`config.mk`:
```
export PLATFORM = sky130hd
export DESIGN_NAME = dpsc_queue
export DESIGN_NICKNAME = d
export VERILOG_FILES = /design/src/rtl/core/distinct_palindromic_subsequence_count_macros.svh /design/src/rtl/core/dpsc_pkg.sv /design/src/rtl/core/dpsc_queue.sv
export SDC_FILE = /design/constraint.sdc
export NUM_CORES = 1
export LEC_CHECK = 0
export BUFFER_PORTS_ARGS = -buffer_cell sky130_fd_sc_hd__buf_2
export CAP_MARGIN = 30
export CORE_AREA = 2 2 53 60
export CTS_CLUSTER_SIZE = 30
export DETAILED_ROUTE_END_ITERATION = 8
export DIE_AREA = 0 0 55 62
export PLACE_DENSITY = 0.78
export RECOVER_POWER = 25
export SETUP_SLACK_MARGIN = 0.5
export SLEW_MARGIN = 20
export SYNTH_ARGS = -nofsm -noshare
export SYNTH_HDL_FRONTEND = slang
export SYNTH_SLANG_ARGS = --single-unit
```
`constraint.sdc`:
```
create_clock -name clock -period 2.75 [get_ports clock]
set_input_delay 0.4125 -clock clock [delete_from_list [all_inputs] [get_ports clock]]
set_output_delay 0.4125 -clock clock [all_outputs]
set_load 0.01 [all_outputs]
```
`src/rtl/core/distinct_palindromic_subsequence_count_macros.svh`:
```
// ----------------------------------------------------------------------------
// Assertion macros
// Same-cycle implication and next-cycle checks, empty when SYNTH is set.
// ----------------------------------------------------------------------------
`ifndef DISTINCT_PALINDROMIC_SUBSEQUENCE_COUNT_MACROS_SVH
`define DISTINCT_PALINDROMIC_SUBSEQUENCE_COUNT_MACROS_SVH
`ifndef SYNTH
`define DPSC_ASSERT_IMP(lbl, clk, rst, ante, cons) \
   lbl: assert property (@(posedge clk) disable iff (rst) (ante) |-> (cons)) \
      else $error("same-cycle check failed");
`define DPSC_ASSERT_NEXT(lbl, clk, rst, ante, cons) \
   lbl: assert property (@(posedge clk) disable iff (rst) (ante) |=> (cons)) \
      else $error("next-cycle check failed");
`else
`define DPSC_ASSERT_IMP(lbl, clk, rst, ante, cons)
`define DPSC_ASSERT_NEXT(lbl, clk, rst, ante, cons)
`endif
`endif

```
`src/rtl/core/dpsc_pkg.sv`:
```
`timescale 1ns / 1ps
// ----------------------------------------------------------------------------
// dpsc_pkg
// Shared types and constants of the palindromic subsequence counter.
// ----------------------------------------------------------------------------
package dpsc_pkg;

   localparam int SymbolW    = 8;
   localparam int SymbolCnt  = 256;
   localparam int QueueDepth = 4;
   localparam int QueuePtrW  = 2;
   localparam int QueueCntW  = 3;
   localparam int FlagsW     = 3;

   typedef struct packed {
      logic last;
      logic drop;
      logic seen_valid;
   } item_flags_type;

   typedef enum logic [2:0] {
      BK_LOAD,
      BK_CELL0,
      BK_CELL1,
      BK_CELL2,
      BK_CELL3
   } back_state_type;

endpackage

```
`src/rtl/core/dpsc_queue.sv`:
```
`timescale 1ns / 1ps
// ----------------------------------------------------------------------------
// dpsc_queue
// Short FIFO between the loading front and the table-filling back.
// ----------------------------------------------------------------------------
module dpsc_queue #(
   parameter int DATA_W = 8
) (
   input  logic                            clock,
   input  logic                            reset,
   input  logic                            push,
   input  logic [DATA_W-1:0]               wdata,
   input  logic                            pop,
   output logic [DATA_W-1:0]               rdata,
   output logic                            empty,
   output logic [dpsc_pkg::QueueCntW-1:0]  count
);

   logic [DATA_W-1:0]               slot_ff [dpsc_pkg::QueueDepth];
   logic [dpsc_pkg::QueuePtrW-1:0]  wr_ptr_ff;
   logic [dpsc_pkg::QueuePtrW-1:0]  rd_ptr_ff;
   logic [dpsc_pkg::QueueCntW-1:0]  cnt_ff;
   logic [dpsc_pkg::QueueCntW-1:0]  cnt_in;

   always_comb begin
      cnt_in = cnt_ff;
      if (push && !pop) begin
         cnt_in = cnt_ff + dpsc_pkg::QueueCntW'(1);
      end else if (pop && !push) begin
         cnt_in = cnt_ff - dpsc_pkg::QueueCntW'(1);
      end
   end

   always_ff @(posedge clock) begin
      if (reset) begin
         wr_ptr_ff <= '0;
         rd_ptr_ff <= '0;
         cnt_ff    <= '0;
      end else begin
         cnt_ff <= cnt_in;
         if (push) begin
            wr_ptr_ff <= wr_ptr_ff + dpsc_pkg::QueuePtrW'(1);
         end
         if (pop) begin
            rd_ptr_ff <= rd_ptr_ff + dpsc_pkg::QueuePtrW'(1);
         end
      end
   end

   always_ff @(posedge clock) begin
      if (push) begin
         slot_ff[wr_ptr_ff] <= wdata;
      end
   end

   assign rdata = slot_ff[rd_ptr_ff];
   assign empty = (cnt_ff == '0);
   assign count = cnt_ff;

endmodule

```
# Word level (Yosys, flattened, before mapping)
# Memory sizes are Yosys's and may differ from the RTL's. A register that Yosys moved wholly into a read port is not among the register bits.
# Cells that the tools add are included.
# totals
reg_bits	7
latch_bits	0
mem_bits_rw	32
mem_bits_ro	0
in_bits	12
out_inout_bits	12
elab_cells	20
memories	1
# op_classes
add_sub_neg	4
multipliers	0
n_div	0
magnitude_cmp	0
n_eq_ne	0
shift	0
n_mux	6
n_bitwise	0
reduce_logical	6
# memory_table
memory	depth	width	read_ports	rd_ports_with_merged_regs	write_ports	line	text
slot_ff	4	8	1	1	1	dpsc_queue.sv:19	logic [DATA_W-1:0] slot_ff [dpsc_pkg::QueueDepth];
# op_table
cell	count
$mux 3	2
$add 2x1->2 const B	2
$mux 2	2
$add 3x1->3 const B	1
$logic_not 3->1	1
$sub 3x1->3 const B	1
$logic_and 1x1->1	2
$logic_not 1->1	2
$mux 1	2
$reduce_bool 2->1	1

# Depth between registers and ports, before layout
# depth
ltp_word	4
mapped_depth	7
depth_no_buf	7

# Least setup slack after synthesis
# OpenSTA, ideal clock, no wires.
# synth_timing
path_type	input port to flip-flop
start	in pop
end	reg cnt_ff (netlist bit count[2])
setup_ps	70
t_arrival_ps	1584
slack_ps	1096
stages	7
path_buffers	0
path_cell_list	inv_1 ha_1 inv_1 fa_1 xor2_1 or3_1 a21oi_1
# synth_between
elab_chain_cells	3
elab_cells_between_ends	5
cone_classes	1 x mux; 4 x reduce/logical
# synth_lines
item	line	text
start: declaration	dpsc_queue.sv:13	input logic pop,
$logic_not 1->1	dpsc_queue.sv:27	if (push && !pop) begin
$logic_and 1x1->1	dpsc_queue.sv:27	
$mux 3 or $reduce_bool 2->1 (tied branches)	--	
end signal: assignment	dpsc_queue.sv:40	cnt_ff <= cnt_in;
end: declaration	dpsc_queue.sv:22	logic [dpsc_pkg::QueueCntW-1:0] cnt_ff;
# Parallel ways exist; a longest one is shown, timed or not.
# A chain may end at the register's enable or synchronous reset.

==> results.md <==
* R2R Path End: count[2]
* Post-Synthesis Cells at 85
* Total wire length at 2260 um
* Syn_nets at 103
* Largest family of logic cells by synthesized area: multiplexers
* Sum of negative setup slack at 0 ns
* Vias in the first global route at 780
* CP endpoint kind: primary output
* CTS tree: yes
* GRT Total Usage at 16.5%
* Tmin final at 1.97 ns
* Maximum vdd drop at 0.535 mV
* Clock Pin Slew Worst Setup and Hold Paths at 0.11 ns
* Post-synthesis xor/xnor area fraction at 2.77%
* Final hold vios at 0
* Htree depth at 2
* Layout cell share with drive strength beyond 1 at 30.1%
* Clock buffer depth at 2
* Starting Density at 54.6%
* Die height at 62 um
* Worst slew pin tran at 0.445 ns
* Root Buffer: clkbuf_4
* Rows at 21
* Number of diodes at 0
* First-pass GRT wire length at 3490 um
* Final Net Count at 130
* Combinational Power Share at 11.4%
* CTS Buf Count at 5
* Worst clock skew at 0.00331 ns
* Ports at 24
* Die ar. at 0.00341 sq mm
* DRT Pass-1 Iters at 3
* Postcts setup bufs at 0
* Worst Path Arrival at 1.56 ns
* Crit path kind: flip-flop to primary output
* Die X at 55 um
* WL/cell at 15.4 um
* DRC Markers at 0
* Overall Power at 1.31 mW
* Post-synth EDFFs at 32
* WP data required at 2.34 ns
* Fillers at 216
* Most numerous cell in the Yosys netlist: edfxtp_1
* Most common library cells after synthesis: edfxtp_1 (32), dfxtp_1 (9), mux4_2 (8)
* Warnings from Yosys at 0
* Ys async rst share at 0%
* Leak at 0.663 nW
* Compound-Gate Fraction of Synth Area at 0.634%
* Worst-path maximum fanout at 8
* Synth unique cells at 19
* Initial DRC Count at 18
* Startpoint types: flip-flop
* Slew headroom at 70.3%
* Final HPWL DP at 1590 um
* Core area at 0.00289 sq mm
* Gpl congestion at 0.642
* Largest net degree at the start of global routing at 14
* Synth Register Bits at 41
* Fin. max-slew vios at 0
* Status: finished, final reports clean
* Mapped Area at 0.00158 sq mm
* Reg2Reg Depth at 4
* Mean Syn Cell Area at 18.6 sq um
* Top cells by area, synth: edfxtp_1 (61%), dfxtp_1 (11%), mux4_2 (11%)
* CTS Sinks at 41
* Vias after detailed routing at 767
* Worst R2R Start: count[0]
* Final ANT Viol Nets at 0
* Max cap viols at 0
* Register area share after synthesis at 72.3%
* Synth area leader: edfxtp_1
* Congestion Overflow GR at 0
* Cell Int Power at 1.03 mW
* Setup-failing EPs final at 0
* Vias per inst at 5.22
* Worst setup endpoint: rdata[5]
* Clock group share of total power at 32.5%
* Post-synthesis mux area share at 12.7%
* Net Sw Frac at 21.7%
* Synth Flop Type: edfxtp_1
* RSZ-0062 raised after global routing: false
* Max Clk Rate at 507 MHz
* Initial antenna violation count at 0
* Synth top area share at 60.9%
* Reg-to-reg slack, setup at 1.28 ns
* Post-Synth Simple-Gate Area at 4.20%
* HP Class: input port to flip-flop
* Net load switching power at 0.285 mW
* Area Growth Syn to Fin at 14.5%
* Skew-Pair Late Insertion Delay at 0.35 ns
* Crit share post-route at 71.8%
* Pwr Density at 727 mW/mm^2
* Adder-cell share of the synthesized area at 5.23%
* Flop pwr share at 56.1%
* IO Port Bufs at 23
[kinds of logic after synthesis]
family / count (synthesis)
AOI/OAI and AO/OA: 2
xor gates and xnor gates: 5
adders and majority gates: 6
buffers and inverters: 7
DFF: 41
muxes: 10
and+or+nand+nor: 14
[state kept, by name (all words and copies together) (netlist names), named ones only]
| register | cells |
|---|---|
| slot_ff | 32 |
| count | 3 |
| rd_ptr_ff | 2 |
| wr_ptr_ff | 2 |
[power by group through the flow]
stage,Sequential (mW),Clock [mW],Combinational (mW)
finish,0.737,0.427,0.150
global route,0.744,0.465,0.169
CTS,0.738,0.439,0.153
detailed placement,0.752,0,0.152
global placement,0.749,0,0.146
floorplan,0.740,0,0.105
[critical path, cell delays in order, from the launching register on]
cell	delay, ns
dfxtp_2	0.52
mux4_2	0.54
buf_2	0.15
[metal layers]
layer | GRT usage (%) | share of wire, %
met2 | 26.5 | 53
met3 | 7.89 | 6.6
met1 | 16.7 | 38
met4 | 11.5 | 2.4
met5 | 0 | 0
[per-stage QoR]
stage               hold slack (ns)  setup slack (ns)  util, %  instances  area (sq um)
finish                        0.281             0.777     62.6        147          1810
global route                  0.274             0.651     62.6        147          1810
CTS                           0.255             0.504     62.8        147          1810
detailed placement            0.506             0.877     59.4        139          1720
global placement              0.482             0.918     59.4        139          1720
floorplan                     0.485              1.10        -         85          1580
[layout by cell type, fill, tap and decap left out]
master,count
a21oi_1,1
and2_1,4
buf_2,17
bufinv_16,1
clkbuf_1,6
clkbuf_16,1
clkbuf_4,5
clkinv_2,1
dfxtp_1,8
dfxtp_2,1
edfxtp_1,32
fa_1,1
ha_1,5
inv_1,4
mux2i_1,2
mux4_2,8
nand2_1,1
nor2_1,7
nor3_1,1
o21ai_0,1
or3_1,1
xnor2_1,2
xor2_1,3
[final cells by class]
cell class                 instances  area, sq um  area share [%]
multi-input combinational         37          403            22.3
timing repair buffer              23          108            5.95
clock inverter                     2         35.0            1.94
tap                               34         42.5            2.35
sequential                        41         1140            63.2
clock buffer                       6         62.6            3.46
inverter                           4         15.0           0.830
[timing repair]
item,CTS,global route
hold buffers,0,0
gates resized for setup,0,1
endpoints found under the setup margin,0,8
[worst min-delay path by stage]
stage	from	endpoint	slack, ns	cells past startpoint
after global routing	wdata[1]	slot_ff[1][1]	0.27	1
after detailed placement	count[2]	count[2]	0.51	2
after CTS	wdata[4]	slot_ff[1][4]	0.26	1
after global placement	count[2]	count[2]	0.48	2
after floorplan	rd_ptr_ff[1]	flip-flop	0.48	2
final	wdata[0]	slot_ff[3][0]	0.28	1
(Power assumes the default switching activity.)
