File: src/rtl/core/distinct_palindromic_subsequence_count_macros.svh
// ----------------------------------------------------------------------------
// Assertion macros
// Same-cycle implication and next-cycle checks, empty when SYNTH is set.
// ----------------------------------------------------------------------------
`ifndef DISTINCT_PALINDROMIC_SUBSEQUENCE_COUNT_MACROS_SVH
`define DISTINCT_PALINDROMIC_SUBSEQUENCE_COUNT_MACROS_SVH
`ifndef SYNTH
`define DPSC_ASSERT_IMP(lbl, clk, rst, ante, cons) \
   lbl: assert property (@(posedge clk) disable iff (rst) (ante) |-> (cons)) \
      else $error("same-cycle check failed");
`define DPSC_ASSERT_NEXT(lbl, clk, rst, ante, cons) \
   lbl: assert property (@(posedge clk) disable iff (rst) (ante) |=> (cons)) \
      else $error("next-cycle check failed");
`else
`define DPSC_ASSERT_IMP(lbl, clk, rst, ante, cons)
`define DPSC_ASSERT_NEXT(lbl, clk, rst, ante, cons)
`endif
`endif

File: src/rtl/core/dpsc_pkg.sv
`timescale 1ns / 1ps
// ----------------------------------------------------------------------------
// dpsc_pkg
// Shared types and constants of the palindromic subsequence counter.
// ----------------------------------------------------------------------------
package dpsc_pkg;

   localparam int SymbolW    = 8;
   localparam int SymbolCnt  = 256;
   localparam int QueueDepth = 4;
   localparam int QueuePtrW  = 2;
   localparam int QueueCntW  = 3;
   localparam int FlagsW     = 3;

   typedef struct packed {
      logic last;
      logic drop;
      logic seen_valid;
   } item_flags_type;

   typedef enum logic [2:0] {
      BK_LOAD,
      BK_CELL0,
      BK_CELL1,
      BK_CELL2,
      BK_CELL3
   } back_state_type;

endpackage

File: src/rtl/core/dpsc_front.sv
`timescale 1ns / 1ps
// ----------------------------------------------------------------------------
// dpsc_front
// Accept bytes, assign positions, look up the previous occurrence of each.
// ----------------------------------------------------------------------------
module dpsc_front #(
   parameter int MAX_LEN = 256,
   parameter int PW      = 8,
   parameter int LW      = 9,
   parameter int DATA_W  = 27
) (
   input  logic                            clock,
   input  logic                            reset,
   input  logic                            req_start,
   input  logic [dpsc_pkg::SymbolW-1:0]    req_symbol,
   input  logic                            req_last,
   output logic                            busy,
   input  logic [dpsc_pkg::QueueCntW-1:0]  q_count,
   output logic                            q_push,
   output logic [DATA_W-1:0]               q_wdata
);

   logic [PW-1:0]                    seen_mem [dpsc_pkg::SymbolCnt];
   logic [dpsc_pkg::SymbolCnt-1:0]   seen_vld_ff;
   logic [LW-1:0]                    pos_ff;
   logic                             s1_valid_ff;
   logic [PW-1:0]                    s1_pos_ff;
   logic [PW-1:0]                    s1_seen_ff;
   logic [dpsc_pkg::SymbolW-1:0]     s1_sym_ff;
   dpsc_pkg::item_flags_type         s1_flags_ff;
   logic                             accept;
   logic                             drop;

   assign busy   = (int'(q_count) + int'(s1_valid_ff)) >= dpsc_pkg::QueueDepth;
   assign accept = req_start && !busy;
   assign drop   = (pos_ff == LW'(MAX_LEN));

   always_ff @(posedge clock) begin
      if (reset) begin
         pos_ff      <= '0;
         seen_vld_ff <= '0;
         s1_valid_ff <= 1'b0;
      end else begin
         s1_valid_ff <= accept;
         if (accept) begin
            if (req_last) begin
               pos_ff      <= '0;
               seen_vld_ff <= '0;
            end else if (!drop) begin
               pos_ff                  <= pos_ff + LW'(1);
               seen_vld_ff[req_symbol] <= 1'b1;
            end
         end
      end
   end

   always_ff @(posedge clock) begin
      if (accept) begin
         s1_seen_ff             <= seen_mem[req_symbol];
         s1_flags_ff.seen_valid <= seen_vld_ff[req_symbol];
         s1_flags_ff.last       <= req_last;
         s1_flags_ff.drop       <= drop;
         s1_sym_ff              <= req_symbol;
         s1_pos_ff              <= pos_ff[PW-1:0];
         if (!drop && !req_last) begin
            seen_mem[req_symbol] <= pos_ff[PW-1:0];
         end
      end
   end

   assign q_push  = s1_valid_ff;
   assign q_wdata = {s1_flags_ff, s1_sym_ff, s1_seen_ff, s1_pos_ff};

endmodule

File: config.mk
export PLATFORM = sky130hd
export DESIGN_NAME = dpsc_front
export DESIGN_NICKNAME = d
export VERILOG_FILES = /design/src/rtl/core/distinct_palindromic_subsequence_count_macros.svh /design/src/rtl/core/dpsc_pkg.sv /design/src/rtl/core/dpsc_front.sv
export SDC_FILE = /design/constraint.sdc
export NUM_CORES = 2
export LEC_CHECK = 0
export ABC_AREA = 1
export CELL_PAD_IN_SITES_DETAIL_PLACEMENT = 1
export CELL_PAD_IN_SITES_GLOBAL_PLACEMENT = 1
export CORE_MARGIN = 1
export CORE_UTILIZATION = 40
export CTS_BUF_LIST = sky130_fd_sc_hd__clkbuf_8
export DETAILED_ROUTE_END_ITERATION = 6
export DONT_BUFFER_PORTS = 1
export GPL_ROUTABILITY_DRIVEN = 0
export HOLD_SLACK_MARGIN = 0.12
export PLACE_DENSITY = 0.65
export SYNTH_ARGS = -nofsm -noshare
export SYNTH_HDL_FRONTEND = slang
export SYNTH_SLANG_ARGS = --single-unit
File: constraint.sdc
create_clock -name clock -period 7.2 [get_ports clock]
set_input_delay 1.8 -clock clock [delete_from_list [all_inputs] [get_ports clock]]
set_output_delay 1.8 -clock clock [all_outputs]
set_load 0.05 [all_outputs]
# Word-level counts from Yosys, hierarchy flattened
# Memory sizes are Yosys's and may differ from the RTL's. A register that Yosys moved wholly into a read port is not among the register bits.
# Cells that the tools add are included.
[totals] register_bits=285 romBits=0 word_cells=35 latch_bits=0 ram_bits=2048 n_memories=1
[memory_table] name="seen_mem" words=256 word_bits=8 rd=1 rd_clocked_by_memory_dff=1 write_ports=1 line="dpsc_front.sv:23" text="logic [PW-1:0] seen_mem [dpsc_pkg::SymbolCnt];"
[classes] mul=0 add_sub_neg=2 order_cmp=3 n_eq_ne=2 reduce_logical=7 bitwise_logic=1 n_div=0 mux=11 n_shift=0
[ops] cell="256-bit two-way mux" count=2
[ops] cell="256-bit OR" count=1
[ops] cell="9-bit two-way mux" count=2
[ops] cell="9-bit by 1-bit adder with 9-bit output, second input constant" count=1
[ops] cell="9-bit == test, second input constant" count=1
[ops] cell="8-bit by 9-bit < comparator with 1-bit output, second input constant" count=1
[ops] cell="1-bit binary-select mux with 8-bit select" count=1
[ops] cell="1-bit demux with 8-bit select" count=1
[ops] cell="8-bit by 1-bit greater-or-equal comparator with 1-bit output, second input constant" count=1
[ops] cell="1-bit two-way mux" count=5
[ops] cell="3-bit by 1-bit adder with 4-bit output" count=1
[ops] cell="4-bit by 3-bit greater-or-equal comparator with 1-bit output, second input constant" count=1
[ops] cell="1-bit logical AND" count=3
[ops] cell="1-bit logical NOT" count=3
[ops] cell="2-bit != test, second input constant" count=1
[ops] cell="2-bit AND reduction" count=1

# Longest topological paths before layout
[depth] depth_word=7 mapped_depth=16

# Least setup slack after synthesis
# OpenSTA, ideal clock, no wires.
[synth_path] kind="register to register" start="reg pos_ff[0]" end="mem seen_mem[14][0], enable pin" path_buffers=2 t_arrival_ns=5.664 path_stages_with_launch=12 path_slack_ns=1.162 synth_period_minus_slack_ns=6.038 path_cell_list="dfxtp_1 > inv_1 > ha_1 > nand2_1 > nor3_1 > nand4_1 > nand2_2 > nor2_8 > buf_12 > nand3_2 > buf_6 > nor2_1"
[synth_between] elab_chain_cells=6
[synth_lines] element="start, declared" line="dpsc_front.sv:25" text="logic [LW-1:0] pos_ff;"
[synth_lines] element="start signal, assigned" line="dpsc_front.sv:50" text="pos_ff <= pos_ff + LW'(1);"
[synth_lines] element="9-bit == test" line="dpsc_front.sv:36" text="assign drop = (pos_ff == LW'(MAX_LEN));"
[synth_lines] element="1-bit logical NOT" line="dpsc_front.sv:65" text="if (!drop && !req_last) begin"
[synth_lines] element="1-bit logical AND" line="dpsc_front.sv:65"
[synth_lines] element="1-bit two-way mux" line="dpsc_front.sv:65"
[synth_lines] element="1-bit two-way mux" line="dpsc_front.sv:58" text="if (accept) begin"
[synth_lines] element="1-bit two-way mux (implied by the code)" line="dpsc_front.sv:66" text="seen_mem[req_symbol] <= pos_ff[PW-1:0];"
[synth_lines] element="end, declared" line="dpsc_front.sv:23"
# Every way passes these cells.

==> impl_metrics.py <==
metrics = {
    "min_path": {
        "hold_path.class": "reg -> reg",
        "hold_start": "seen_vld_ff[124]",
    },
    "yosys": {
        "synth_cell_types": 33,
        "synth-edff-count": 2075,
        "synth_seq_cells": 2341,
        "async_reset_ff_share_pct": 0,
        "synth.net_count": 9615,
        "synth_area_um2": 96600,
        "yosysSeqAreaShare_pct": 70.0,
        "synth_most_common_cell": "nand2_1",
        "postSynthAreaPerCell_um2": 10.1,
        "ys.warnings.count": 0,
        "synthCells": 9598,
        "synth.top_cell.area_share_pct": 64.5,
        "synthTopCellsByCount": "nand2_1, edfxtp_1, nor2_1, buf_2, dfxtp_1",
        "synthTopCellsByArea": "edfxtp_1, nand2_1, dfxtp_1",
        "post-synth-top-area-cell": "edfxtp_1",
        "ys_dominant_reg_cell": "edfxtp_1",
    },
    "sta": {
        "worstMarginPinSlew_ps": 1670,
        "rsz0062_at_grt": "false",
        "setup_viol": 0,
        "slew_headroom_pct": -11.1,
        "hold_viol": 0,
        "finalCriticalPeriod_ps": 6680,
        "finalClockSkew_ps": 73.0,
        "min_period_over_period_pct": 92.7,
        "slew_violations": 85,
        "final.setup.tns_ps": 0,
        "holdWs_ps": 467,
        "max_clock_freq_ghz": 0.150,
    },
    "clock_network": {
        "postCtsHoldBufs": 0,
        "cts_tree": "yes",
        "numCtsBuffers": 413,
        "cts_resized": 0,
        "cts_setup_buffers": 0,
        "cts.sinks": 2341,
        "cts_buffer_depth": 4,
        "clock_latency_ps": 1100,
        "htree_levels": 5,
        "clkSlewWorstSetupHoldPaths_ps": 60,
        "cts-root-buf": "clkbuf_8",
    },
    "detailed_routing": {
        "vias": 68247,
        "post_drt_wl_per_cell_um": 23.2,
        "route.detailed.drc": 0,
        "wl_um": 305000,
        "via_per_inst": 5.19,
        "firstDrtPassIters": 5,
        "first_iter_violations": 5303,
        "drtAntennaViolNets": 0,
    },
    "cells_and_area": {
        "fill_cells": 26709,
        "multi_input_area_um2": 26300,
        "drive_gt1_share_pct": 7.91,
        "area_delta_synth_final_pct": 10.9,
        "regArea_um2": 67700,
        "nets": 9634,
    },
    "setup_path": {
        "crit_type": "in -> reg",
        "crit_required_ps": 8010,
        "cp-startpoint": "req_symbol[0]",
        "crit_path_start_kind": "input pin",
        "critPathArrivalTime_ps": 7480,
        "worstReg2RegStart": "pos_ff[0]",
        "end_kind": "flip-flop",
        "worstPathMaxFanout": 226,
    },
    "outcome": {
        "violations": "slew limit",
        "status": "finished, violations left",
    },
    "placement": {
        "io_buffers": 0,
        "hpwl_um": 171000,
    },
    "global_routing": {
        "overflow": 0,
        "grt.total_usage_pct": 24.7,
        "grt_first_pass_wirelength_um": 452000,
        "grt_pass1_vias": 70844,
        "grt_max_degree": 915,
        "antenna_found_initial": 5,
    },
    "pwr": {
        "ir_drop_mv": 0.194,
        "p_leak_uw": 0.0447,
        "p_per_area_nw_per_um2": 256,
    },
    "floorplan": {
        "die_area_um2": 243000,
        "initial_utilization_pct": 40.2,
        "fp.dieW_um": 493,
        "io_pins": 44,
        "core_um2": 240000,
        "die_h_um": 493,
        "rows": 180,
    },
    "flow_run": {
        "maxCapViolCount": 0,
    },
}
-- per-layer routing --
layer / wire length (µm) / global-route usage [%] / vias up
met5: 0 / 0 / -
met4: 8390 / 7.72 / 0
met3: 15200 / 3.52 / 474
met2: 144000 / 40.6 / 1718
met1: 137000 / 33.8 / 34754
li1: - / - / 31301
-- where the power goes --
group	internal [µW]	total, µW	switching, µW
sequential	14600	14600	39.5
combinational	218	1070	857
clock	6110	11700	5560
total	20900	27400	6460
-- stage by stage --
stage               power, µW  cells  worst slack [ps]  utilization (%)  cell area [µm²]
finish                  27400  13140               525             44.6           107000
CTS                     27500  13132              2390             44.5           107000
floorplan               15600   9598              1160                -            96600
global placement        15900  12382              1640             41.3            99200
global route            28200  13139               495             44.6           107000
detailed placement      15900  12382              1580             41.3            99200
-- logic make-up (layout without fill, tap and decap cells) --
logic type               after synthesis  in the layout  synth area share [%]
AND/OR/NAND/NOR                     6489           6489                  26.1
flip-flops                          2341           2341                  70.0
buffers and inverters                542            896                  2.73
AO/OA/AOI/OAI                        224            224                  1.17
adder cells (fa/ha/maj)                2              2                0.0259
other                                  0              3                     0
-- state kept, by name (all words and copies together) (netlist names) --
name and flops:
seen_mem 2048, q_wdata 3, s1_pos_ff 8, pos_ff 9, seen_vld_ff 256, s1_sym_ff 8, s1_seen_ff 8, q_push 1
-- worst max-delay path: stages --
cell,delay [ps]
buf_16,630
buf_16,710
buf_16,540
inv_16,360
buf_12,300
buf_4,320
nand2_1,80
nand2_1,50
nand2_1,60
nand2_1,90
nand2_1,70
nand2_1,130
o21ai_1,360
nand2_1,250
nor2_1,200
nor2_1,90
nor2_1,670
nand2_1,100
-- cell usage in the layout (no fill, tap or decap), types with 5 or more instances in the layout --
cell type / netlist / final
bufinv_16: 0 / 6
buf_4: 21 / 71
nor2_4: 12 / 15
dfxtp_4: 0 / 8
clkinv_2: 0 / 43
clkinv_1: 3 / 48
inv_6: 0 / 5
a21oi_1: 39 / 39
nor2_2: 87 / 84
o21ai_0: 49 / 49
o21ai_1: 132 / 132
nor2_1: 786 / 786
edfxtp_1: 2075 / 2075
clkinvlp_4: 0 / 7
inv_2: 26 / 26
buf_12: 1 / 24
clkbuf_8: 0 / 466
dfxtp_1: 266 / 258
nand3_4: 5 / 5
nand2_1: 5358 / 5357
inv_1: 15 / 190
nand3_1: 217 / 217
-- final cells by class --
| cell class | count | share of cell area [%] |
|---|---|---|
| clock inverter | 284 | 1.24 |
| multi-input combinational | 6715 | 24.6 |
| antenna | 3 | 0.00701 |
| sequential | 2341 | 63.2 |
| inverter | 46 | 0.208 |
| clock buffer | 466 | 5.99 |
| timing repair buffer | 100 | 1.07 |
| tap | 3185 | 3.72 |
-- final timing paths --
kind | end | slack [ps] | cells after the start
setup / recovery | s1_seen_ff[7] | 520 | 18
hold / removal | seen_vld_ff[124] | 470 | 2
setup reg to reg | seen_mem[210][0] | 2400 | 9
hold reg to reg | seen_vld_ff[124] | 470 | 2
Note: power is estimated with default switching activity, not from simulation.
